`src/hdl/smd_pkg.sv`:
```
`timescale 1ns / 1ps

package smd_pkg;

    localparam int LENGTH_BITS_DEF = 64;

    localparam logic [7:0] PAD_BYTE     = 8'h80;
    localparam logic [5:0] POS_LAST     = 6'd63;
    localparam logic [5:0] POS_LEN      = 6'd56;
    localparam logic [5:0] ROUND_LAST   = 6'd63;
    localparam logic [2:0] WORD_LAST    = 3'd7;

    typedef logic [31:0] t_word;

    typedef enum logic [2:0] {
        S_IDLE,
        S_COMP,
        S_PAD,
        S_LEN,
        S_OUT
    } t_state;

    // requests from the sequencer to the compression unit
    typedef struct packed {
        logic  load_word;   // shift word into the schedule window
        t_word word;
        logic  start;       // begin 64 rounds on the window
        logic  init;        // chain value back to the initial constants
    } t_cmp_ctl;

    typedef struct packed {
        logic busy;
        logic done;         // chain value updated this cycle
    } t_cmp_stat;

    localparam t_word INIT_HASH [8] = '{
        32'h6a09e667, 32'hbb67ae85, 32'h3c6ef372, 32'ha54ff53a,
        32'h510e527f, 32'h9b05688c, 32'h1f83d9ab, 32'h5be0cd19
    };

    localparam t_word ROUND_K [64] = '{
        32'h428a2f98, 32'h71374491, 32'hb5c0fbcf, 32'he9b5dba5,
        32'h3956c25b, 32'h59f111f1, 32'h923f82a4, 32'hab1c5ed5,
        32'hd807aa98, 32'h12835b01, 32'h243185be, 32'h550c7dc3,
        32'h72be5d74, 32'h80deb1fe, 32'h9bdc06a7, 32'hc19bf174,
        32'he49b69c1, 32'hefbe4786, 32'h0fc19dc6, 32'h240ca1cc,
        32'h2de92c6f, 32'h4a7484aa, 32'h5cb0a9dc, 32'h76f988da,
        32'h983e5152, 32'ha831c66d, 32'hb00327c8, 32'hbf597fc7,
        32'hc6e00bf3, 32'hd5a79147, 32'h06ca6351, 32'h14292967,
        32'h27b70a85, 32'h2e1b2138, 32'h4d2c6dfc, 32'h53380d13,
        32'h650a7354, 32'h766a0abb, 32'h81c2c92e, 32'h92722c85,
        32'ha2bfe8a1, 32'ha81a664b, 32'hc24b8b70, 32'hc76c51a3,
        32'hd192e819, 32'hd6990624, 32'hf40e3585, 32'h106aa070,
        32'h19a4c116, 32'h1e376c08, 32'h2748774c, 32'h34b0bcb5,
        32'h391c0cb3, 32'h4ed8aa4a, 32'h5b9cca4f, 32'h682e6ff3,
        32'h748f82ee, 32'h78a5636f, 32'h84c87814, 32'h8cc70208,
        32'h90befffa, 32'ha4506ceb, 32'hbef9a3f7, 32'hc67178f2
    };

    function automatic t_word big_sig0(input t_word x);
        return {x[1:0], x[31:2]} ^ {x[12:0], x[31:13]} ^ {x[21:0], x[31:22]};
    endfunction

    function automatic t_word big_sig1(input t_word x);
        return {x[5:0], x[31:6]} ^ {x[10:0], x[31:11]} ^ {x[24:0], x[31:25]};
    endfunction

    function automatic t_word sml_sig0(input t_word x);
        return {x[6:0], x[31:7]} ^ {x[17:0], x[31:18]} ^ (x >> 3);
    endfunction

    function automatic t_word sml_sig1(input t_word x);
        return {x[16:0], x[31:17]} ^ {x[18:0], x[31:19]} ^ (x >> 10);
    endfunction

endpackage

```
`src/hdl/sha256_message_digest_top.sv`:
```
`timescale 1ns / 1ps
// A byte that does not close a 64-byte block leaves the input ready; one that closes
//   a block holds the input off for the 64 rounds and the chain update.
// End of message: padding bytes, two length words, one or two block compressions,
//   then 8 digest transfers. No bytes are taken while a block is compressed.
// Reset (i_rst_n low, synchronous): idle, empty block, zero length, initial hash.

module sha256_message_digest_top
    import smd_pkg::*;
#(
    parameter int LENGTH_BITS = LENGTH_BITS_DEF   // 32..64, width of the length count
)(
    input  logic        i_clk,
    input  logic        i_rst_n,
    // input channel
    input  logic        i_valid,
    output logic        o_ready,
    input  logic [7:0]  i_data_byte,
    input  logic        i_byte_present,
    input  logic        i_message_end,
    // result channel
    output logic        o_valid,
    input  logic        i_ready,
    output logic [31:0] o_digest_word,
    output logic [2:0]  o_word_number,
    output logic        o_digest_last
);

    // Rate: the 64 rounds run one per cycle through the single round unit in
    // smd_compress; the block is not ready while a block is compressed, while
    // pad bytes or length words go in (one per cycle) or the digest is sent.

    t_state                 r_state, n_state;
    t_state                 r_ret,   n_ret;     // where to go after compression
    logic [5:0]             r_pos,   n_pos;     // byte position in current block
    logic [23:0]            r_acc,   n_acc;     // partial big-endian word
    logic [LENGTH_BITS-1:0] r_bitlen, n_bitlen;
    logic                   r_pad_first, n_pad_first;
    logic                   r_len_lo, n_len_lo;
    logic [2:0]             r_word,  n_word;

    t_cmp_ctl  ctl;
    t_cmp_stat stat;
    t_word     chain [8];

    logic [63:0] len_field;
    logic        b_en;      // insert one byte this cycle
    logic [7:0]  b_val;
    logic        blk_full;

    assign len_field = 64'(r_bitlen);
    assign blk_full  = (r_pos == POS_LAST);

    smd_compress u_compress (
        .i_clk   (i_clk),
        .i_rst_n (i_rst_n),
        .i_ctl   (ctl),
        .o_stat  (stat),
        .o_chain (chain)
    );

    always_ff @(posedge i_clk) begin
        if (!i_rst_n) begin
            r_state     <= S_IDLE;
            r_ret       <= S_IDLE;
            r_pos       <= '0;
            r_bitlen    <= '0;
            r_pad_first <= 1'b0;
            r_len_lo    <= 1'b0;
            r_word      <= '0;
        end else begin
            r_state     <= n_state;
            r_ret       <= n_ret;
            r_pos       <= n_pos;
            r_bitlen    <= n_bitlen;
            r_pad_first <= n_pad_first;
            r_len_lo    <= n_len_lo;
            r_word      <= n_word;
        end
    end

    always_ff @(posedge i_clk) begin
        r_acc <= n_acc;
    end

    always_comb begin
        n_state     = r_state;
        n_ret       = r_ret;
        n_pos       = r_pos;
        n_acc       = r_acc;
        n_bitlen    = r_bitlen;
        n_pad_first = r_pad_first;
        n_len_lo    = r_len_lo;
        n_word      = r_word;
        ctl         = '0;
        b_en        = 1'b0;
        b_val       = '0;

        unique case (r_state)
            S_IDLE: begin
                if (i_valid) begin
                    if (i_byte_present) begin
                        b_en     = 1'b1;
                        b_val    = i_data_byte;
                        n_bitlen = r_bitlen + LENGTH_BITS'(8);
                        if (blk_full) begin
                            n_state = S_COMP;
                            n_ret   = S_IDLE;
                        end
                    end
                    // a byte in the same item belongs to the message, pad after it
                    if (i_message_end) begin
                        n_pad_first = 1'b1;
                        n_ret       = S_PAD;
                        if (!(i_byte_present && blk_full)) begin
                            n_state = S_PAD;
                        end
                    end
                end
            end
            S_PAD: begin
                if (r_pad_first || r_pos != POS_LEN) begin
                    b_en        = 1'b1;
                    b_val       = r_pad_first ? PAD_BYTE : 8'h00;
                    n_pad_first = 1'b0;
                    if (blk_full) begin
                        n_state = S_COMP;
                        n_ret   = S_PAD;
                    end
                end else begin
                    n_state  = S_LEN;
                    n_len_lo = 1'b0;
                end
            end
            S_LEN: begin
                // position is word aligned here, accumulator is empty
                ctl.load_word = 1'b1;
                ctl.word      = r_len_lo ? len_field[31:0] : len_field[63:32];
                n_len_lo      = 1'b1;
                if (r_len_lo) begin
                    ctl.start = 1'b1;
                    n_state   = S_COMP;
                    n_ret     = S_OUT;
                end
            end
            S_COMP: begin
                if (stat.done) begin
                    n_state = r_ret;
                end
            end
            S_OUT: begin
                if (i_ready) begin
                    n_word = r_word + 3'd1;
                    if (r_word == WORD_LAST) begin
                        ctl.init = 1'b1;
                        n_state  = S_IDLE;
                        n_pos    = '0;
                        n_bitlen = '0;
                    end
                end
            end
            default: begin
                n_state = S_IDLE;
            end
        endcase

        // byte packing, shared by message and padding bytes
        if (b_en) begin
            n_acc = {r_acc[15:0], b_val};
            n_pos = r_pos + 6'd1;
            if (r_pos[1:0] == 2'b11) begin
                ctl.load_word = 1'b1;
                ctl.word      = {r_acc, b_val};
            end
            if (blk_full) begin
                ctl.start = 1'b1;
            end
        end
    end

    assign o_ready       = (r_state == S_IDLE);
    assign o_valid       = (r_state == S_OUT);
    assign o_digest_word = chain[r_word];
    assign o_word_number = r_word;
    assign o_digest_last = (r_word == WORD_LAST);

endmodule

```
`src/hdl/smd_compress.sv`:
```
`timescale 1ns / 1ps

// One SHA-256 round per cycle on a shared adder set, schedule in a 16-word window.
module smd_compress
    import smd_pkg::*;
(
    input  logic      i_clk,
    input  logic      i_rst_n,
    input  t_cmp_ctl  i_ctl,
    output t_cmp_stat o_stat,
    output t_word     o_chain [8]
);

    t_word      r_win   [16];   // r_win[0] is w[t] during round t
    t_word      r_v     [8];
    t_word      r_chain [8];
    logic       r_busy;
    logic       r_add;
    logic [5:0] r_round;

    t_word n_w;
    t_word t1;
    t_word t2;
    t_word chs;
    t_word mj;

    always_comb begin
        n_w = r_win[0] + sml_sig0(r_win[1]) + r_win[9] + sml_sig1(r_win[14]);
        chs = (r_v[4] & r_v[5]) ^ (~r_v[4] & r_v[6]);
        mj  = (r_v[0] & r_v[1]) ^ (r_v[0] & r_v[2]) ^ (r_v[1] & r_v[2]);
        t1  = r_v[7] + big_sig1(r_v[4]) + chs + ROUND_K[r_round] + r_win[0];
        t2  = big_sig0(r_v[0]) + mj;
    end

    // schedule window: loaded with message words, then self-extending
    always_ff @(posedge i_clk) begin
        if (i_ctl.load_word || r_busy) begin
            for (int i = 0; i < 15; i++) begin
                r_win[i] <= r_win[i+1];
            end
            r_win[15] <= i_ctl.load_word ? i_ctl.word : n_w;
        end
    end

    always_ff @(posedge i_clk) begin
        if (i_ctl.start) begin
            r_v <= r_chain;
        end else if (r_busy) begin
            r_v[7] <= r_v[6];
            r_v[6] <= r_v[5];
            r_v[5] <= r_v[4];
            r_v[4] <= r_v[3] + t1;
            r_v[3] <= r_v[2];
            r_v[2] <= r_v[1];
            r_v[1] <= r_v[0];
            r_v[0] <= t1 + t2;
        end
    end

    always_ff @(posedge i_clk) begin
        if (!i_rst_n) begin
            r_chain <= INIT_HASH;
        end else if (r_add) begin
            for (int i = 0; i < 8; i++) begin
                r_chain[i] <= r_chain[i] + r_v[i];
            end
        end else if (i_ctl.init) begin
            r_chain <= INIT_HASH;
        end
    end

    always_ff @(posedge i_clk) begin
        if (!i_rst_n) begin
            r_busy  <= 1'b0;
            r_add   <= 1'b0;
            r_round <= '0;
        end else begin
            r_add <= 1'b0;
            if (i_ctl.start) begin
                r_busy  <= 1'b1;
                r_round <= '0;
            end else if (r_busy) begin
                r_round <= r_round + 6'd1;
                if (r_round == ROUND_LAST) begin
                    r_busy <= 1'b0;
                    r_add  <= 1'b1;
                end
            end
        end
    end

    assign o_stat.busy = r_busy | r_add;
    assign o_stat.done = r_add;
    assign o_chain     = r_chain;

endmodule

```
`config.mk`:
```
export PLATFORM = sky130hd
export DESIGN_NAME = sha256_message_digest_top
export DESIGN_NICKNAME = d
export VERILOG_FILES = /design/src/hdl/smd_pkg.sv /design/src/hdl/sha256_message_digest_top.sv /design/src/hdl/smd_compress.sv
export SDC_FILE = /design/constraint.sdc
export NUM_CORES = 2
export LEC_CHECK = 0
export BUFFER_PORTS_ARGS = -buffer_cell sky130_fd_sc_hd__buf_2
export CAP_MARGIN = 30
export CORE_MARGIN = 2
export CORE_UTILIZATION = 45
export CTS_CLUSTER_SIZE = 8
export DETAILED_ROUTE_END_ITERATION = 12
export GPL_ROUTABILITY_DRIVEN = 1
export RECOVER_POWER = 25
export REMOVE_ABC_BUFFERS = 1
export SYNTH_ARGS = -nofsm -noshare
export SYNTH_HDL_FRONTEND = slang
export SYNTH_SLANG_ARGS = --single-unit
```
`constraint.sdc`:
```
create_clock -name i_clk -period 20.6 [get_ports i_clk]
set_input_delay 2.06 -clock i_clk [delete_from_list [all_inputs] [get_ports i_clk]]
set_output_delay 2.06 -clock i_clk [all_outputs]
set_load 0.03 [all_outputs]
```
Yosys cells after proc, flatten, opt, wreduce, memory -nomap -nowiden --
Memories as Yosys holds them, arrays and structs flattened. Cells that the tools add are included.
Storage, ports and cells: word-level logic and storage cells 185, bits in writable memories 512, output and inout bits 38, bits in latches 0, ROM bits 2048, register bits after elaboration 625, memories 2, bits of input ports 14
Memory list:
- (name not given) | depth 64, width 32, rd ports 1, clocked after memory_dff 0, write ports 0, RTL line smd_compress.sv:31 | t1 = r_v[7] + big_sig1(r_v[4]) + chs + ROUND_K[r_round] + r_win[0];
- u_compress.r_win | depth 16, width 32, rd ports 16, clocked after memory_dff 0, write ports 16, RTL line smd_compress.sv:14 | t_word r_win [16];
Cells by class: divide/modulo/power cells 0, reductions and logical operators 22, equality and inequality tests 21, $add $sub $neg 22, magnitude comparators 2, mux-type cells 68, bitwise operators 21, shift operators 0, multipliers 0
Operators with widths (number):
- 256-bit 2-to-1 mux | 4
- 32-bit adder | 18
- 32-bit bitwise XOR | 9
- 64-bit 2-to-1 mux | 4
- 32-bit 2-to-1 mux | 6
- 32-bit bitwise AND | 5
- 64-bit one-hot mux with 2 select lines | 1
- 32-bit binary-select mux with 3-bit select | 1
- 34-bit 2-to-1 mux | 2
- 64-bit by 4-bit adder with 64-bit output, second input constant | 1
- 3-bit 2-to-1 mux | 17
- 33-bit 2-to-1 mux | 1
- 8-bit 2-to-1 mux | 4
- 32-bit inverter | 1
- 32-bit by 22-bit bitwise XOR with 32-bit output | 1
- 32-bit by 29-bit bitwise XOR with 32-bit output | 1
- 6-bit 2-to-1 mux | 4
- 1-bit 2-to-1 mux | 18
- 8-bit one-hot mux with 2 select lines | 1
- 2-bit nonzero test | 8
- 3-bit one-hot mux with 5 select lines | 1
- 6-bit by 1-bit adder with 6-bit output, second input constant | 2
- 6-bit == test, second input constant | 2
- 2-bit by 1-bit != test with 1-bit output, second input constant | 5
- 26 further kinds | 39

Logic depth before layout (Yosys ltp) --
depth in word-level cells 9, depth in mapped cells 41, mapped depth without buffers 38

Cells and area by module --
Synthesis repeated with hierarchy kept, for this count alone.
Unflattened totals: cell total of the unflattened synthesis 6613, area, all modules 70766.6 µm²
By module, submodules not included:
- smd_compress | cells each 5890, area an instance 63383.3 µm², seq. area each 28347.2 µm², times used 1
- sha256_message_digest_top | cells each 723, area an instance 7383.3 µm², seq. area each 2262.2 µm², times used 1

Worst setup path after synthesis --
OpenSTA, ideal clock, no wires.
path type input -> register, start input port i_byte_present, end memory u_compress.r_win[0][0] (netlist name), enable pin, library setup time 3648 ps, data arrival time 12601 ps, cell stages on the path 8, data required time 16952 ps, path buffers 2, slack 4351 ps, path through and3_1 -> clkbuf_1 -> a31oi_2 -> clkinv_1 -> and2_1 -> clkbuf_1 -> nor2_1 -> nand2_1
RTL lines:
- from (decl) | RTL line sha256_message_digest_top.sv:19 | input logic i_byte_present,
- to (decl) | RTL line smd_compress.sv:14

Worst setup path in the final report --
start register u_compress.r_round[1], end register u_compress.r_v[255] (netlist name), data pin
Between the ends: longest elaborated chain between the ends 9
Ends and longest elaborated chain:
- from (decl) | RTL line smd_compress.sv:19 | logic [5:0] r_round;
- from (signal assigned) | RTL line smd_compress.sv:83 | r_round <= r_round + 6'd1;
- 6-bit inverter with 7-bit output (implied by the code) | RTL line smd_compress.sv:31
- memory 64 x 32 bit
- 32-bit 2-to-1 mux (implied by the code) (2 in series) | RTL line smd_compress.sv:31
- 32-bit adder (2 in series) | RTL line smd_compress.sv:31
- 32-bit adder | RTL line smd_compress.sv:56 | r_v[0] <= t1 + t2;
- 256-bit 2-to-1 mux | RTL line smd_compress.sv:48 | end else if (r_busy) begin
- 256-bit 2-to-1 mux | RTL line smd_compress.sv:46 | if (i_ctl.start) begin
- to (signal assigned) | RTL line smd_compress.sv:47 | r_v <= r_chain;
- to (decl) | RTL line smd_compress.sv:15 | t_word r_v [8];
No other way between the ends. The select of a mux whose other input is x is not followed. A chain may end at the register's enable or synchronous reset.

==> flow_summary.ini <==
[power]
power_density_nw_per_um2 = 66.03
p_leak_uw = 0.02807
ir_worst_vdd_mv = 0.06686

[sta]
clock_skew_ns = 0.09560
fmax_ghz = 0.09218
slew_headroom_pct = 13.90
min_period_ns = 10.85
slew_viol_final = 0
hold_slack_ns = 0.3919
worstMarginPinSlew_ns = 1.291
finalHoldViolCount = 0
final-setup-viol-count = 0
fin_ws_ns = 9.751
fin_crit_sh_pct = 52.66
rsz0062_at_grt = no

[critical_path]
startpoint_type = flop
rrSetupSlack_ns = 9.75
r2r_cells = 39
cp_common_cell = fa_1
critical_path_class = reg2reg
worstPathMaxFanout = 27
crit_arrival_ns = 11.39
slowest_stage = a211oi_1
required_ns = 21.14
slowest_delay_ns = 0.89
worstSetupEndpointType = flop

[detailed_routing]
route.detailed.drc = 0
vias = 51256
drt_pass1_iterations = 6
wl_per_cell_microns = 25.06
initialDrtViolationCount = 5346
antenna_left = 0
wl_microns = 215400
vias_per_cell = 5.963

[logic_synthesis]
yosys.area.top_type = edfxtp_1
synth_ff_type = edfxtp_1
yosys.area.top_type_share_pct = 34.09
synth_area_per_cell_sq_um = 10.77
ys_ff_latch = 1133
synth_common_cells = edfxtp_1, nand2_1, a21oi_1, o21ai_0, xnor2_1
ys_seq_area_share_pct = 43.88
synth_edf_count = 792
yosysWarnings = 0
synth.most_common_cell = edfxtp_1
synthArstFlopShare_pct = 0
netlist_area_sq_um = 69760
netlist_instances = 6475
synthDistinctLibCells = 103
synth_area_leaders = edfxtp_1, dfxtp_1, ha_1, fa_1, xnor2_1

[die]
core_area_sq_um = 154000
dieArea_sq_um = 158200
die_h_microns = 397.7
ios = 52
fp-row-count = 144
initial_core_util_pct = 45.28
die_w_microns = 397.7

[clocking]
cts_resized = 0
htreeDepth = 4
clock_latency_ns = 0.81
ctsRootBufferMaster = clkbuf_16
cts_tree = done
cts_made_buffers = 161
cts_hold_buf = 0
cts_buffer_depth = 3
post_cts_buffers = 0
cts.reportedPaths.clkPinSlew_ns = 0.07
numClockSinks = 1133

[placed_design]
routabilityCongestion = 0.9370
hpwl_microns = 157600
dp_slack_ns = 9.998
portBuffers = 51
dp_cells = 8340

[global_route]
antenna_found_initial = 3
grt_max_degree = 207
grtUsageTotal_pct = 26.77
gr-total-overflow = 0
first_global_vias = 47809
grt_pass1_wl_microns = 317800

[cells_and_area]
final_nets = 7069
syn_to_final_growth_pct = 10.36
final_layout_size_suffix_gt1_share_pct = 10.98
insertedDiodeCount = 0
fin_cells = 8595

[job]
maxCapViolCount = 0

[worst_hold_path]
min_path_cells = 0
hold_class = reg2reg

[run_status]
status = finished clean
-- per-layer routing --
metal,routed length [microns],up-vias,GRT usage [%]
li1,-,23597,-
met1,100400,25403,40.85
met2,92080,1983,38.96
met3,17500,271,4.696
met4,5396,2,6.940
met5,20,-,0
-- cell type report --
type | instances | area, sq um
tap | 2044 | 2557
fill | 13909 | 77060
clock buffer | 234 | 4324
timing repair buffer | 137 | 1035
sequential | 1133 | 30630
multi-input combinational | 4776 | 37050
inverter | 254 | 955.9
clock inverter | 17 | 427.9
-- layout by cell type (no fill, tap or decap), types with 250 or more instances in the layout --
master	Yosys	routed
dfxtp_1	341	332
nor2_1	391	389
edfxtp_1	792	792
a21oi_1	440	440
ha_1	397	397
xnor2_1	416	416
o21ai_0	418	418
inv_1	251	250
mux2_2	255	255
nand2_1	501	498
-- final timing paths --
path | from | end
worst min-delay path | u_compress.r_win[3][117] | u_compress.r_win[3][85]
worst max register to register | u_compress.r_round[1] | u_compress.r_v[255]
worst max-delay path | u_compress.r_round[1] | u_compress.r_v[255]
worst min register to register | u_compress.r_win[3][117] | u_compress.r_win[3][85]
-- metrics by stage --
| stage | total power, uW | util, % | area, sq um | TNS (ns) |
|---|---|---|---|---|
| final | 5083 | 49.97 | 76980 | 0 |
| after global routing | 5238 | 49.97 | 76980 | 0 |
| after CTS | 5131 | 49.92 | 76900 | 0 |
| after detailed placement | 2616 | 46.83 | 72140 | 0 |
| after global placement | 2614 | 46.78 | 72060 | 0 |
| after floorplan | 2571 | - | 68550 | -77.16 |
-- power breakdown --
| part | leakage (uW) | total [uW] | internal (uW) | switching [uW] |
|---|---|---|---|---|
| Clock | 0.00225 | 2510 | 1470 | 1040 |
| Sequential | 0.00989 | 2430 | 2430 | 6.38 |
| Combinational | 0.0159 | 140 | 50.8 | 89.6 |
| Total | 0.0281 | 5080 | 3950 | 1140 |
-- flip-flops by register name, summed over array words and instances (netlist names) --
register	cells
u_compress.r_win	512
u_compress.o_chain	256
u_compress.r_v	256
len_field	61
r_acc	24
r_pos	6
u_compress.r_round	6
o_word_number	3
r_state	3
r_ret	2
r_len_lo	1
r_pad_first	1
u_compress.r_add	1
u_compress.r_busy	1
-- logic make-up (layout without fill, tap and decap cells) --
family                     Yosys count  count (layout)  share of synthesized area [%]
xor gates and xnor gates           606             606                          7.609
DFF                               1133            1133                          43.88
muxes                              364             364                          6.900
adders and majority gates          617             617                          13.08
buffers and inverters              566             642                          3.094
AOI/OAI and AO/OA                 1648            1648                          15.03
and+or+nand+nor                   1541            1541                          10.41
-- critical path: cells and delay by family, from the launching register on --
family | cells | cell delay, ns
AOI/OAI and AO/OA | 15 | 4.03
xor gates and xnor gates | 3 | 0.61
adders and majority gates | 8 | 3.22
buffers and inverters | 6 | 1.11
DFF | 1 | 0.31
and+or+nand+nor | 7 | 1.32
Note: power is estimated with default switching activity, not from simulation.
